## src/rtl/trle_pkg.sv

```systemverilog
package trle_pkg;

	localparam int unsigned MAX_WIDTH_DEF  = 1024;
	localparam int unsigned MAX_HEIGHT_DEF = 1024;

	localparam logic [10:0] WIDTH_RST  = 11'd32;
	localparam logic [10:0] HEIGHT_RST = 11'd32;

	localparam int unsigned CFG_W   = 11;
	localparam int unsigned QDEPTH  = 4;
	localparam logic [7:0]  LIT_MAX = 8'h7F;

	typedef enum logic {
		CFG_WIDTH  = 1'b0,
		CFG_HEIGHT = 1'b1
	} cfg_reg_t;

	typedef enum logic [1:0] {
		WK_NONE   = 2'd0,
		WK_OPAQUE = 2'd1,
		WK_SKIP   = 2'd2
	} kind_t;

	typedef enum logic [1:0] {
		ST_OK    = 2'd0,
		ST_CROSS = 2'd1,
		ST_TRUNC = 2'd2,
		ST_ROWS  = 2'd3
	} status_t;

	// classified code byte as it travels from front to back
	typedef struct packed {
		logic [7:0] code;
		logic       last;
		logic       opaque;
		logic [7:0] run;
	} item_t;

	// zero acts as one, anything above the maximum acts as the maximum
	function automatic logic [12:0] eff_dim(input logic [10:0] v, input int unsigned maxv);
		logic [12:0] r;
		if (v == 11'd0) begin
			r = 13'd1;
		end else if (32'(v) > maxv) begin
			r = 13'(maxv);
		end else begin
			r = 13'(v);
		end
		return r;
	endfunction

endpackage

```

## src/rtl/trle_front.sv

```systemverilog
module trle_front #(
	parameter int unsigned MAX_WIDTH  = trle_pkg::MAX_WIDTH_DEF,
	parameter int unsigned MAX_HEIGHT = trle_pkg::MAX_HEIGHT_DEF,
	localparam int unsigned WW = $clog2(MAX_WIDTH + 1),
	localparam int unsigned RH = $clog2(MAX_HEIGHT)
) (
	input  logic                          clk,
	input  logic                          arst_n,
	input  logic                          cfg_we,
	input  logic                          cfg_index,
	input  logic [trle_pkg::CFG_W-1:0]    cfg_data,
	input  logic                          in_valid,
	output logic                          in_stall,
	input  logic [7:0]                    code_byte,
	input  logic                          last_byte,
	input  logic                          q_full,
	output logic                          q_push,
	output trle_pkg::item_t               q_item,
	output logic [WW-1:0]                 w_eff,
	output logic [RH-1:0]                 rows_top,
	output logic                          restart
);
	import trle_pkg::*;

	logic [WW-1:0] w_q;
	logic [RH-1:0] rows_top_q;
	logic [RH-1:0] rows_new;

	assign rows_new = RH'(eff_dim(cfg_data, MAX_HEIGHT) - 13'd1);

	always_ff @(posedge clk or negedge arst_n) begin
		if (!arst_n) begin
			w_q        <= WW'(eff_dim(WIDTH_RST, MAX_WIDTH));
			rows_top_q <= RH'(eff_dim(HEIGHT_RST, MAX_HEIGHT) - 13'd1);
		end else if (cfg_we) begin
			unique case (cfg_index)
				CFG_WIDTH:  w_q        <= WW'(eff_dim(cfg_data, MAX_WIDTH));
				CFG_HEIGHT: rows_top_q <= rows_new;
				default:    w_q        <= w_q;
			endcase
		end
	end

	assign w_eff    = w_q;
	// a height write reaches the restart in the same cycle
	assign rows_top = (cfg_we && cfg_index == CFG_HEIGHT) ? rows_new : rows_top_q;
	// any register write starts the frame over
	assign restart  = cfg_we;

	assign in_stall = q_full;
	assign q_push   = in_valid && !q_full;

	always_comb begin
		q_item.code   = code_byte;
		q_item.last   = last_byte;
		q_item.opaque = (code_byte <= LIT_MAX);
		// skip length is 256 minus the code
		q_item.run    = q_item.opaque ? code_byte : 8'(9'h100 - 9'(code_byte));
	end

endmodule

```

## src/rtl/trle_queue.sv

```systemverilog
module trle_queue (
	input  logic            clk,
	input  logic            arst_n,
	input  logic            push,
	input  trle_pkg::item_t din,
	output logic            full,
	input  logic            pop,
	output trle_pkg::item_t dout,
	output logic            nonempty
);
	import trle_pkg::*;

	localparam int unsigned PW = $clog2(QDEPTH);
	localparam int unsigned CW = $clog2(QDEPTH + 1);

	item_t         mem_q [QDEPTH];
	logic [PW-1:0] wptr_q;
	logic [PW-1:0] rptr_q;
	logic [CW-1:0] count_q;

	assign full     = (count_q == CW'(QDEPTH));
	assign nonempty = (count_q != '0);
	assign dout     = mem_q[rptr_q];

	always_ff @(posedge clk) begin
		if (push) begin
			mem_q[wptr_q] <= din;
		end
	end

	always_ff @(posedge clk or negedge arst_n) begin
		if (!arst_n) begin
			wptr_q  <= '0;
			rptr_q  <= '0;
			count_q <= '0;
		end else begin
			if (push) begin
				wptr_q <= wptr_q + 1'b1;
			end
			if (pop) begin
				rptr_q <= rptr_q + 1'b1;
			end
			if (push && !pop) begin
				count_q <= count_q + 1'b1;
			end else if (pop && !push) begin
				count_q <= count_q - 1'b1;
			end
		end
	end

	a_count_bound: assert property (@(posedge clk) disable iff (!arst_n)
		count_q <= CW'(QDEPTH))
		else $error("queue count beyond depth");
	a_no_underflow: assert property (@(posedge clk) disable iff (!arst_n)
		pop |-> count_q != '0)
		else $error("pop from empty queue");
	a_count_step: assert property (@(posedge clk) disable iff (!arst_n)
		push && !pop |=> count_q == $past(count_q) + 1'b1)
		else $error("queue count lost a push");

endmodule

```

## src/rtl/trle_back.sv

```systemverilog
module trle_back #(
	parameter int unsigned MAX_WIDTH  = trle_pkg::MAX_WIDTH_DEF,
	parameter int unsigned MAX_HEIGHT = trle_pkg::MAX_HEIGHT_DEF,
	localparam int unsigned WW = $clog2(MAX_WIDTH + 1),
	localparam int unsigned RH = $clog2(MAX_HEIGHT)
) (
	input  logic            clk,
	input  logic            arst_n,
	input  logic            q_nonempty,
	input  trle_pkg::item_t q_item,
	output logic            q_pop,
	input  logic            restart,
	input  logic [WW-1:0]   w_eff,
	input  logic [RH-1:0]   rows_top,
	output logic            out_valid,
	input  logic            out_stall,
	output logic [1:0]      write_kind,
	output logic [9:0]      column,
	output logic [9:0]      row,
	output logic [7:0]      run_length,
	output logic [7:0]      pixel_index,
	output logic            frame_done,
	output logic [1:0]      frame_status
);
	import trle_pkg::*;

	localparam int unsigned SW = ((WW > 8) ? WW : 8) + 1;

	logic [WW-1:0] col_q, col_d;
	logic [RH-1:0] rows_q, rows_d;
	logic [6:0]    lit_q, lit_d;
	logic          fin_q, fin_d;
	status_t       err_q, err_d;
	logic          chk;
	logic [SW-1:0] run_end;
	logic [6:0]    lit_m1;

	kind_t         kind_o;
	logic [9:0]    col_o, row_o;
	logic [7:0]    len_o, pix_o;

	logic          out_valid_q;
	kind_t         kind_q;
	logic [9:0]    col_out_q, row_out_q;
	logic [7:0]    len_q, pix_q;
	logic          done_q;
	status_t       status_q;

	// take the next item whenever the output register frees up this cycle
	assign q_pop = q_nonempty && (!out_valid_q || !out_stall);

	assign run_end = SW'(col_q) + SW'(q_item.run);
	assign lit_m1  = lit_q - 7'd1;

	always_comb begin
		col_d  = col_q;
		rows_d = rows_q;
		lit_d  = lit_q;
		fin_d  = fin_q;
		err_d  = err_q;
		chk    = 1'b0;
		kind_o = WK_NONE;
		col_o  = '0;
		row_o  = '0;
		len_o  = '0;
		pix_o  = '0;
		if (!fin_q) begin
			if (lit_q != '0) begin
				kind_o = WK_OPAQUE;
				col_o  = 10'(col_q);
				row_o  = 10'(rows_q);
				len_o  = 8'd1;
				pix_o  = q_item.code;
				col_d  = col_q + 1'b1;
				lit_d  = lit_m1;
				if (lit_m1 != '0) begin
					if (q_item.last) begin
						err_d = ST_TRUNC;
						fin_d = 1'b1;
					end
				end else begin
					chk = 1'b1;
				end
			end else if (run_end > SW'(w_eff)) begin
				err_d = ST_CROSS;
				fin_d = 1'b1;
			end else if (q_item.opaque) begin
				if (q_item.run != '0) begin
					if (q_item.last) begin
						err_d = ST_TRUNC;
						fin_d = 1'b1;
					end else begin
						lit_d = q_item.run[6:0];
					end
				end
			end else begin
				kind_o = WK_SKIP;
				col_o  = 10'(col_q);
				row_o  = 10'(rows_q);
				len_o  = q_item.run;
				col_d  = WW'(run_end);
				chk    = 1'b1;
			end
		end
		// row full: wrap and move one row up, or finish the frame on the last row
		if (chk && col_d >= w_eff) begin
			col_d = '0;
			if (rows_q == '0) begin
				fin_d = 1'b1;
			end else begin
				rows_d = rows_q - 1'b1;
			end
		end
		if (q_item.last && !fin_d && err_d == ST_OK) begin
			err_d = ST_ROWS;
		end
	end

	always_ff @(posedge clk or negedge arst_n) begin
		if (!arst_n) begin
			col_q  <= '0;
			rows_q <= RH'(eff_dim(HEIGHT_RST, MAX_HEIGHT) - 13'd1);
			lit_q  <= '0;
			fin_q  <= 1'b0;
			err_q  <= ST_OK;
		end else if (restart || (q_pop && q_item.last)) begin
			col_q  <= '0;
			rows_q <= rows_top;
			lit_q  <= '0;
			fin_q  <= 1'b0;
			err_q  <= ST_OK;
		end else if (q_pop) begin
			col_q  <= col_d;
			rows_q <= rows_d;
			lit_q  <= lit_d;
			fin_q  <= fin_d;
			err_q  <= err_d;
		end
	end

	always_ff @(posedge clk or negedge arst_n) begin
		if (!arst_n) begin
			out_valid_q <= 1'b0;
		end else if (q_pop) begin
			out_valid_q <= 1'b1;
		end else if (!out_stall) begin
			out_valid_q <= 1'b0;
		end
	end

	always_ff @(posedge clk) begin
		if (q_pop) begin
			kind_q    <= kind_o;
			col_out_q <= col_o;
			row_out_q <= row_o;
			len_q     <= len_o;
			pix_q     <= pix_o;
			done_q    <= q_item.last;
			status_q  <= err_d;
		end
	end

	assign out_valid    = out_valid_q;
	assign write_kind   = kind_q;
	assign column       = col_out_q;
	assign row          = row_out_q;
	assign run_length   = len_q;
	assign pixel_index  = pix_q;
	assign frame_done   = done_q;
	assign frame_status = status_q;

	a_lit_open: assert property (@(posedge clk) disable iff (!arst_n)
		lit_q != '0 |-> !fin_q)
		else $error("literal run pending in a finished frame");
	a_col_bound: assert property (@(posedge clk) disable iff (!arst_n)
		col_q <= w_eff)
		else $error("column position past row end");
	a_none_clean: assert property (@(posedge clk) disable iff (!arst_n)
		out_valid && write_kind == WK_NONE |->
			column == '0 && row == '0 && run_length == '0 && pixel_index == '0)
		else $error("empty result carries payload");
	a_skip_no_pix: assert property (@(posedge clk) disable iff (!arst_n)
		out_valid && write_kind == WK_SKIP |-> pixel_index == '0 && run_length != '0)
		else $error("skip result malformed");

endmodule

```

## src/rtl/transparent_rle_frame_decoder_unit.sv

```systemverilog
// channel   direction  handshake              payload
// in        input      in_valid / in_stall     code_byte, last_byte
// out       output     out_valid / out_stall   write_kind, column, row, run_length,
//                                              pixel_index, frame_done, frame_status
// cfg       input      cfg_we                  cfg_index, cfg_data
//
// One code byte per cycle while out_stall is low; each item gives exactly one result.
// From input accept to result, an item passes through the four-entry queue and then
// through the decode state update into the output register.
// The input stalls only when the queue is full; the back end stalls only on out_stall.
// Reset clears the decode state and loads width and height 32; no clearing pass.
module transparent_rle_frame_decoder_unit #(
	parameter int unsigned MAX_WIDTH  = trle_pkg::MAX_WIDTH_DEF,
	parameter int unsigned MAX_HEIGHT = trle_pkg::MAX_HEIGHT_DEF
) (
	input  logic                       clk,
	input  logic                       arst_n,
	input  logic                       cfg_we,
	input  logic                       cfg_index,
	input  logic [trle_pkg::CFG_W-1:0] cfg_data,
	input  logic                       in_valid,
	output logic                       in_stall,
	input  logic [7:0]                 code_byte,
	input  logic                       last_byte,
	output logic                       out_valid,
	input  logic                       out_stall,
	output logic [1:0]                 write_kind,
	output logic [9:0]                 column,
	output logic [9:0]                 row,
	output logic [7:0]                 run_length,
	output logic [7:0]                 pixel_index,
	output logic                       frame_done,
	output logic [1:0]                 frame_status
);
	import trle_pkg::*;

	localparam int unsigned WW = $clog2(MAX_WIDTH + 1);
	localparam int unsigned RH = $clog2(MAX_HEIGHT);

	item_t         push_item;
	item_t         pop_item;
	logic          q_push;
	logic          q_pop;
	logic          q_full;
	logic          q_nonempty;
	logic [WW-1:0] w_eff;
	logic [RH-1:0] rows_top;
	logic          restart;

	trle_front #(
		.MAX_WIDTH  (MAX_WIDTH),
		.MAX_HEIGHT (MAX_HEIGHT)
	) u_front (
		.clk       (clk),
		.arst_n    (arst_n),
		.cfg_we    (cfg_we),
		.cfg_index (cfg_index),
		.cfg_data  (cfg_data),
		.in_valid  (in_valid),
		.in_stall  (in_stall),
		.code_byte (code_byte),
		.last_byte (last_byte),
		.q_full    (q_full),
		.q_push    (q_push),
		.q_item    (push_item),
		.w_eff     (w_eff),
		.rows_top  (rows_top),
		.restart   (restart)
	);

	trle_queue u_queue (
		.clk      (clk),
		.arst_n   (arst_n),
		.push     (q_push),
		.din      (push_item),
		.full     (q_full),
		.pop      (q_pop),
		.dout     (pop_item),
		.nonempty (q_nonempty)
	);

	trle_back #(
		.MAX_WIDTH  (MAX_WIDTH),
		.MAX_HEIGHT (MAX_HEIGHT)
	) u_back (
		.clk          (clk),
		.arst_n       (arst_n),
		.q_nonempty   (q_nonempty),
		.q_item       (pop_item),
		.q_pop        (q_pop),
		.restart      (restart),
		.w_eff        (w_eff),
		.rows_top     (rows_top),
		.out_valid    (out_valid),
		.out_stall    (out_stall),
		.write_kind   (write_kind),
		.column       (column),
		.row          (row),
		.run_length   (run_length),
		.pixel_index  (pixel_index),
		.frame_done   (frame_done),
		.frame_status (frame_status)
	);

endmodule
```

## config.mk

```make
export PLATFORM = sky130hd
export DESIGN_NAME = transparent_rle_frame_decoder_unit
export DESIGN_NICKNAME = d
export VERILOG_FILES = /design/src/rtl/trle_pkg.sv /design/src/rtl/trle_front.sv /design/src/rtl/trle_queue.sv /design/src/rtl/trle_back.sv /design/src/rtl/transparent_rle_frame_decoder_unit.sv
export SDC_FILE = /design/constraint.sdc
export NUM_CORES = 1
export LEC_CHECK = 0
export ABC_AREA = 0
export BUFFER_PORTS_ARGS = -buffer_cell sky130_fd_sc_hd__buf_2
export CAP_MARGIN = 10
export CORE_AREA = 2 2 129 131
export DETAILED_ROUTE_END_ITERATION = 8
export DIE_AREA = 0 0 131 133
export PLACE_DENSITY_LB_ADDON = 0.3
export SLEW_MARGIN = 40
export SYNTH_ARGS = -nofsm -noshare
export SYNTH_HDL_FRONTEND = slang
export SYNTH_SLANG_ARGS = --single-unit
```

## constraint.sdc

```tcl
create_clock -name clk -period 5.91 [get_ports clk]
set_input_delay 1.4775 -clock clk [delete_from_list [all_inputs] [get_ports clk]]
set_output_delay 1.4775 -clock clk [all_outputs]
set_load 0.005 [all_outputs]
```

==> Word-level counts from Yosys, hierarchy flattened <==
Memory sizes are Yosys's and may differ from the RTL's.
Index checks and enable logic that the tools add are counted.
{ "word_totals": {"register_bits": 101, "mem_bits_rw": 72, "inputBits": 26, "out_inout_bits": 43, "word_cells": 146, "mem_count": 1} }
{ "classes": {"n_addsub": 10, "magnitude_cmp": 4, "eq_ne": 6, "n_mux": 67, "bitwise_logic": 2, "n_reduce_logical": 36} }
{ "mem_list": {"columns": ["name", "depth", "width", "rd", "rd_ports_with_merged_regs", "wr", "line", "source"], "rows": [
  ["u_queue.mem_q", 4, 18, 1, 0, 1, "trle_queue.sv:16", "item_t mem_q [QDEPTH];"]
]} }
{ "op_table": {"columns": ["operator", "n"], "rows": [
  ["2-to-1 mux 10 bit", 11],
  ["2-to-1 mux 11 bit", 9],
  ["2-to-1 mux 7 bit", 8],
  ["2-to-1 mux 1 bit", 25],
  ["2-to-1 mux 2 bit", 11],
  ["subtractor 10 x 1 -> 10 bit (second input constant)", 2],
  ["nonzero test 7 bit", 2],
  ["adder 11 x 8 -> 12 bit", 1],
  ["greater-than comparator 12 x 11 -> 1 bit", 1],
  ["adder 11 x 1 -> 11 bit (second input constant)", 1],
  ["greater-or-equal comparator 11 bit", 1],
  ["greater-than comparator 11 bit (second input constant)", 1],
  ["zero test 11 bit", 1],
  ["zero test 10 bit", 1],
  ["logical AND 1 bit", 9],
  ["nonzero test 3 bit", 3],
  ["<= comparator 8 x 7 -> 1 bit (second input constant)", 1],
  ["2-to-1 mux 8 bit", 1],
  ["nonzero test 8 bit", 1],
  ["subtractor 1 x 8 -> 8 bit (first input constant)", 1],
  ["subtractor 7 x 1 -> 7 bit (second input constant)", 1],
  ["zero test 1 bit", 6],
  ["2-to-1 mux 3 bit", 2],
  ["AND reduction 6 bit", 1],
  ["other kinds (17)", 24]
]} }

==> Depth between registers and ports, before layout <==
Gate-level depths: netlist of run 1.
An unclocked memory read counts as a cell.
{ "depth": {"depth_word": 15, "mapped_depth": 28, "ltp_nobuf": 26} }

==> Cells and area by module <==
Synthesis of run 1 repeated with hierarchy kept, for this count alone.
{ "unflattened": {"hier_cells": 739, "area_unflattened_um2": 9026.2} }
{ "modules_own_cells": {"columns": ["mod", "n_inst", "cells_per_inst", "area_per_inst_um2"], "rows": [
  ["trle_back", 1, 467, 4772.1],
  ["trle_queue", 1, 128, 2994.1],
  ["trle_front", 1, 144, 1260.0]
]} }

==> Worst setup path after synthesis of run 1 <==
OpenSTA, ideal clock, no wires.
{ "synth_path": {"path_type": "flip-flop to flip-flop", "startpoint": "register u_queue.rptr_q[0]", "endpoint": "register u_back.col_q[8]", "setup_ps": 78, "arrival_ps": 5999, "t_required_ps": 5832, "slack_ps": -167, "path_stages_with_launch": 27, "n_path_buf": 1, "synth_period_minus_slack_ps": 6077, "path_cell_list": "dfrtp_1 -> buf_6 -> mux4_2 -> ha_1 -> fa_1 -> nand3_1 -> a21boi_0 -> o21a_1 -> o41a_1 -> xnor2_1 -> ha_1 -> a21o_1 -> a211oi_1 -> o21ai_0 -> o221ai_2 -> nand3_1 -> or3_1 -> o32ai_1 -> nor2_1 -> ha_1 -> a211oi_1 -> o21ai_0 -> a211oi_1 -> nor2_1 -> a21boi_1 -> a21oi_1 -> o2bb2ai_1"} }
{ "synth_lines": {"columns": ["element", "line", "source"], "rows": [
  ["from (decl)", "trle_queue.sv:18", "logic [PW-1:0] rptr_q;"],
  ["from (signal assigned)", "trle_queue.sv:41", "rptr_q <= rptr_q + 1'b1;"],
  ["to (signal assigned)", "trle_back.sv:133", "col_q <= col_d;"],
  ["to (decl)", "trle_back.sv:29", "logic [WW-1:0] col_q, col_d;"]
]} }

==> impl_metrics.yaml, run 1 <==
job:
  maxCapViolCount: 0
logic_synthesis:
  synthSimpleGateAreaFrac_pct: 14.6
  syn-cell-area_um2: 8690
  synth_top_cell_by_area: "edfxtp_1"
  synth_area_leaders: "edfxtp_1 (38%), dfrtp_1 (14%), ha_1 (5.9%)"
  synth_area_per_cell_um2: 12.0
  syn_inst: 727
  yosysUniqueCellTypes: 76
  synth_edf_count: 109
  synth_top_area_share_pct: 37.7
  synthFlopType: "edfxtp_1"
  synth_seq_cells: 169
  yosysSeqAreaShare_pct: 55.1
  yosysWarnings: 0
  async_flop_share_pct: 35.5
  syn_nets: 796
  synth_top_family_by_area: "simple AND/OR/NAND/NOR gates"
  synthAdderAreaFrac_pct: 6.36
  synth_common_cells: "edfxtp_1 (109), nand2_1 (64), nor2_1 (50)"
  yosysMostFrequentCell: "edfxtp_1"
  synthMuxAreaShare_pct: 5.82
  synth_compound_area_share_pct: 12.1
  synth_xor_area_share_pct: 3.33
drt:
  ant_nets: 0
  via_per_inst: 6.00
  drt_wl_total_mm: 21.0
  dr.pass1.iters: 5
  vias: 6499
  drt_first_iter_violations: 487
  post-route-drc-count: 0
  avgRoutedWirePerCell_um: 19.4
power_and_ir_drop:
  pwr-share-clk_pct: 19.0
  p_sw_mw: 2.49
  p_int_mw: 3.74
  p_per_area_nw_per_um2: 587
  p_seq_share_pct: 30.9
  comb_power_share_pct: 50.0
  p_leak_nw: 4.28
  ir_drop_v: 0.000296
  finalPower_mw: 6.23
  switching_share_pct: 40.0
timing:
  slew_viol_final: 0
  fin_tns_setup_ps: -3850
  worst_slack_ps: -239
  post-route-min-period_ps: 6150
  fin_crit_sh_pct: 104
  rsz0062_at_grt: "yes"
  finalClockSkew_ps: 12.5
  setup_viol: 24
  tightest_slew_ps: 864
  relSlewSlack_pct: 40.9
  holdWs_ps: 476
  final-hold-violation-count: 0
  fmax_mhz: 163
grt:
  antenna_found_initial: 0
  grt_first_pass_wirelength_mm: 33.1
  grtUsageTotal_pct: 25.0
  grt_pass1_vias: 6363
  grt_max_degree: 61
  grt_overflow: 0
placement:
  portBuffers: 68
  dpl-instance-area_um2: 9650
  post-dp-hpwl_mm: 14.6
  globalplace.congestion: 0.984
clock_tree:
  clkLatencyLatePin_ps: 440
  numClockSinks: 169
  clk_path_buf_depth: 2
  clk_pin_slew_ps: 70
  h-tree-depth: 4
  cts_root_buf: "clkbuf_16"
  cts_tree: "built"
  cts_buffers: 17
layout:
  nets: 920
  syn_to_final_growth_pct: 22.1
  layout-drive-gt1-share_pct: 29.4
  fin_area_um2: 10600
  diodes: 0
setup_path:
  r2r_slack_ps: -240
  worst-setup-path-type: "flip-flop to flip-flop"
  arrival_ps: 6410
  endpoint_kind: "flip-flop"
  required_ps: 6170
  cp-start-kind: "flip-flop"
  critPathMaxFanout: 5
die:
  die-width_um: 131
  die_y_um: 133
  coreArea_um2: 16200
  dieArea_um2: 17400
  core.rowCount: 47
  num_io_pins: 69
  start_util_pct: 53.7
worst_hold_path:
  hold_path.class: "flip-flop to flip-flop"
outcome:
  violations: "setup timing"
  outcome: "finished, violations left"
-- layout make-up --
type / count / area, µm²
Fill cell: 1169 / 5560
Inverter: 30 / 113
Tap cell: 220 / 275
Sequential cell: 169 / 4790
Multi-Input combinational cell: 501 / 3950
Clock buffer: 17 / 425
Clock inverter: 15 / 215
Timing Repair Buffer: 132 / 845
-- logic make-up after synthesis --
| group | count (synthesis) |
|---|---|
| AO/OA/AOI/OAI | 156 |
| XOR/XNOR | 33 |
| adder cells (fa/ha/maj) | 43 |
| buffers and inverters | 57 |
| flip-flops | 169 |
| multiplexers | 26 |
| AND/OR/NAND/NOR | 243 |
-- worst paths after layout --
check / cells past startpoint / start / endpoint
setup reg to reg: 27 / u_queue.rptr_q[0]$_DFFE_PN0P_ / u_back.frame_status[1]$_DFFE_PP_
hold reg to reg: 2 / u_front.w_eff[5]$_DFFE_PN1P_ / u_front.w_eff[5]$_DFFE_PN1P_
max in group asynchronous: 2 / arst_n / u_queue.rptr_q[0]$_DFFE_PN0P_
hold / removal: 2 / u_front.w_eff[5]$_DFFE_PN1P_ / u_front.w_eff[5]$_DFFE_PN1P_
setup / recovery: 27 / u_queue.rptr_q[0]$_DFFE_PN0P_ / u_back.frame_status[1]$_DFFE_PP_
min in group asynchronous: 2 / arst_n / u_back.col_q[7]$_DFFE_PN0P_
-- flip-flops by register name, summed over array words and instances, names as in the netlist, 2 cells and up --
register / cells
u_queue.count_q: 3
u_back.write_kind: 2
u_back.pixel_index: 8
u_queue.wptr_q: 2
u_back.row: 10
u_front.w_eff: 11
u_back.frame_status: 2
u_queue.rptr_q: 2
u_back.err_q: 2
u_queue.mem_q: 68
u_front.rows_top_q: 10
u_back.rows_q: 10
u_back.run_length: 8
u_back.column: 10
u_back.col_q: 11
u_back.lit_q: 7
-- metrics by stage --
step / utilization [%] / setup WS (ps) / cells
after floorplan: - / 5.86 / 727
after global placement: 59.6 / -97.0 / 1043
after detailed placement: 59.7 / -254 / 1044
after CTS: 64.2 / 8.87 / 1076
after global routing: 65.6 / -501 / 1084
final: 65.6 / -239 / 1084
-- power by group through the flow --
stage          Sequential, mW  Clock [mW]  Combinational [mW]
3_3_place_gp             1.92           0                2.66
5_1_grt                  1.96        1.25                3.39
6_report                 1.93        1.19                3.12
3_5_place_dp             1.93           0                2.75
2_1_floorplan            1.87           0                1.73
4_1_cts                  1.92        1.20                2.88
-- worst max-delay path, stage by stage, from the launching register on --
cell and delay [ps]:
dfrtp_2 420, mux4_2 560, ha_4 190, fa_2 400
nand3_2 100, a21boi_2 60, o21a_1 200, o41a_1 440
xnor2_1 140, ha_1 310, a21o_1 170, a211oi_2 160
o21ai_1 100, o221ai_2 300, nand4_1 200, inv_2 150
mux2i_2 270, nor2_1 100, ha_2 190, a211o_1 260
o211ai_1 130, a21oi_2 100, a211oi_2 320, nor2_2 120
nand2_2 110, buf_6 110, o21ai_2 60, o32ai_2 270
-- cells in the final DEF, fill, tap and decap left out, types with 15 or more instances in the layout --
master	instances
inv_1	28
xor2_1	16
nor2_1	47
and2_1	38
nand3_1	15
o21ai_0	35
nor3_1	18
ha_1	35
clkbuf_16	17
nand2_1	61
buf_2	68
edfxtp_1	109
xnor2_1	17
buf_4	60
dfrtp_1	48
a21oi_1	33
-- routing by layer --
layer	wire, µm	track usage, %	vias up
met2	10300	39.3	297
li1	-	-	2966
met4	594	9.22	0
met1	8870	34.3	3185
met3	1240	5.26	51
met5	0	0	-
-- timing repair --
action,in CTS,in global routing
hold buffers,0,0
resized for setup,20,38
setup buffers,0,8
pin swaps,3,28
endpoints found under the setup margin,24,24
Power figures use the tool's default switching activity.
==> inputs of run 2 (changes only) <==
--- a/config.mk
+++ b/config.mk
@@ -11,7 +11,7 @@
 export CORE_AREA = 2 2 129 131
 export DETAILED_ROUTE_END_ITERATION = 8
 export DIE_AREA = 0 0 131 133
-export PLACE_DENSITY_LB_ADDON = 0.3
+export PLACE_DENSITY = 0.74
 export SLEW_MARGIN = 40
 export SYNTH_ARGS = -nofsm -noshare
 export SYNTH_HDL_FRONTEND = slang
==> run 2 against run 1 <==
Net effect: flip-flop and latch count did not move; global-route usage fell by 1.2 points; via count shrank 2.6%; first-iteration DRC count decreased by 3.5%; the flow still finishes with violations (setup timing); die area did not move; hold slack improved by 9.4 ps; sequential power barely moved; critical path type unchanged; highest routed layer unchanged; fmax up 2.7%; count of clock-buffer cells in the layout unchanged.
==> impl_metrics.yaml, run 2 (synthesized netlist as in run 1, its figures left out) <==
outcome:
  outcome: "finished, violations left"
  violations: "setup timing"
power_and_ir_drop:
  pwr-share-clk_pct: 17.3
  comb_power_share_pct: 51.1
  p_sw_mw: 2.40
  p_int_mw: 3.68
  p_leak_nw: 4.20
  p_per_area_nw_per_um2: 579
  p_seq_share_pct: 31.7
  switching_share_pct: 39.5
  ir_drop_v: 0.000329
layout:
  final_common_cell: "edfxtp_1"
  nets: 917
  regArea_um2: 4790
  diodes: 0
  multi_input_area_um2: 3940
  largest-register: "u_queue.mem_q"
  num-fill-cells: 1208
  fin_area_um2: 10500
  layout-drive-gt1-share_pct: 29.6
  syn_to_final_growth_pct: 20.7
  largest_register_ffs: 68
  layout.cells.most_common_list: "edfxtp_1 (109), buf_2 (68), nand2_1 (61)"
grt:
  grt_pass1_vias: 6241
  busiest_layer: "met2"
  grtUsageMet2_pct: 35.8
  antenna_found_initial: 0
  grtUsageTotal_pct: 23.8
  grt_first_pass_wirelength_mm: 31.9
  use_met1_pct: 33.3
  grt_max_degree: 61
  grt_util_met3_pct: 5.70
  grt_overflow: 0
drt:
  drt_wl_total_mm: 19.8
  via_per_inst: 5.86
  vias: 6333
  drt_first_iter_violations: 470
  avgRoutedWirePerCell_um: 18.4
  post-route-drc-count: 0
  ant_nets: 0
  dr.pass1.iters: 5
die:
  die-width_um: 131
  num_io_pins: 69
  start_util_pct: 53.7
  die_y_um: 133
  core.rowCount: 47
  dieArea_um2: 17400
  coreArea_um2: 16200
worst_hold_path:
  hold_path.class: "flip-flop to flip-flop"
timing:
  slew_viol_final: 0
  tightest_slew_ps: 824
  fin_tns_setup_ps: -396
  fmax_mhz: 167
  holdWs_ps: 486
  post-route-min-period_ps: 5990
  rsz0062_at_grt: "yes"
  relSlewSlack_pct: 45.1
  setup_viol: 11
  final-hold-violation-count: 0
  fin_crit_sh_pct: 101
  worst_slack_ps: -79.1
  finalClockSkew_ps: 9.01
placement:
  pre_cts_ws_ps: -356
  globalplace.congestion: 0.962
  post-dp-hpwl_mm: 14.0
  dpl-instance-area_um2: 9620
  portBuffers: 68
setup_path:
  cp-start-kind: "flip-flop"
  slowest_delay_ps: 560
  worst-setup-path-type: "flip-flop to flip-flop"
  required_ps: 6150
  endpoint_kind: "flip-flop"
  slowest_stage: "mux4_2"
  critPathMaxFanout: 5
  arrival_ps: 6230
clock_tree:
  cts_buffers: 17
  clkLatencyLatePin_ps: 430
  h-tree-depth: 4
  cts_root_buf: "clkbuf_16"
  numClockSinks: 169
  cts_tree: "built"
  clk_path_buf_depth: 2
  clk_pin_slew_ps: 70
job:
  maxCapViolCount: 0
## run 2: cell types whose count changed in the layout (fill, tap and decap cells not counted), sizes merged
cell / before / now
buf: 132 / 129
clkinvlp: 0 / 3
bufinv: 1 / 0
clkinv: 5 / 4
inv: 39 / 38
## run 2: power groups by stage
stage / combinational, mW / clock, mW / sequential (mW)
2_1_floorplan: 1.73 / 0 / 1.87
3_3_place_gp: 2.62 / 0 / 1.91
3_5_place_dp: 2.71 / 0 / 1.93
4_1_cts: 2.90 / 1.07 / 1.92
5_1_grt: 3.41 / 1.11 / 1.96
6_report: 3.10 / 1.05 / 1.92
## run 2: area by class of cell
type	count	share of cell area [%]
Sequential cell	169	45.7
Tap cell	220	2.62
Clock inverter	15	1.26
Clock buffer	17	4.06
Timing Repair Buffer	129	7.76
Multi-Input combinational cell	501	37.5
Inverter	30	1.07
## run 2: path summary, 6_finish.rpt
kind | start | endpoint | slack [ps] | depth (start not counted)
max reg2reg | u_queue.rptr_q[0]$_DFFE_PN0P_ | u_back.frame_status[1]$_DFFE_PP_ | -80 | 26
min | u_front.w_eff[5]$_DFFE_PN1P_ | u_front.w_eff[5]$_DFFE_PN1P_ | 490 | 2
min in group asynchronous | arst_n | u_front.w_eff[9]$_DFFE_PN0P_ | 1120 | 2
max | u_queue.rptr_q[0]$_DFFE_PN0P_ | u_back.frame_status[1]$_DFFE_PP_ | -80 | 26
min reg2reg | u_front.w_eff[5]$_DFFE_PN1P_ | u_front.w_eff[5]$_DFFE_PN1P_ | 490 | 2
max in group asynchronous | arst_n | u_queue.rptr_q[0]$_DFFE_PN0P_ | 4350 | 2
## run 2: timing repair
action / 4_1_cts / 5_1_grt
gates resized for setup: 34 / 30
buffers inserted: 3 / 5
pin swaps: 14 / 18
hold buffers: 0 / 0
cloned: 0 / 0
endpoints found under the setup margin: 24 / 24
## run 2: metal layers
layer / wire [µm] / up-vias
li1: - / 2946
met1: 8720 / 3086
met3: 1260 / 63
met4: 651 / 0
met2: 9210 / 238
met5: 0 / -
## run 2: critical path, delay by kind of cell, from the launching register on
family | cells | cell delay (ps)
buffers and inverters | 1 | 170
adder cells (fa/ha/maj) | 4 | 1180
multiplexers | 1 | 560
flip-flops | 1 | 410
AND/OR/NAND/NOR | 6 | 890
XOR/XNOR | 1 | 160
AO/OA/AOI/OAI | 13 | 2400
## run 2: through the flow
stage	cells	power, mW	util [%]
6_report	1081	6.07	64.8
5_1_grt	1081	6.48	64.8
3_5_place_dp	1041	4.64	59.5
2_1_floorplan	727	3.60	-
4_1_cts	1076	5.88	63.8
3_3_place_gp	1041	4.53	59.4
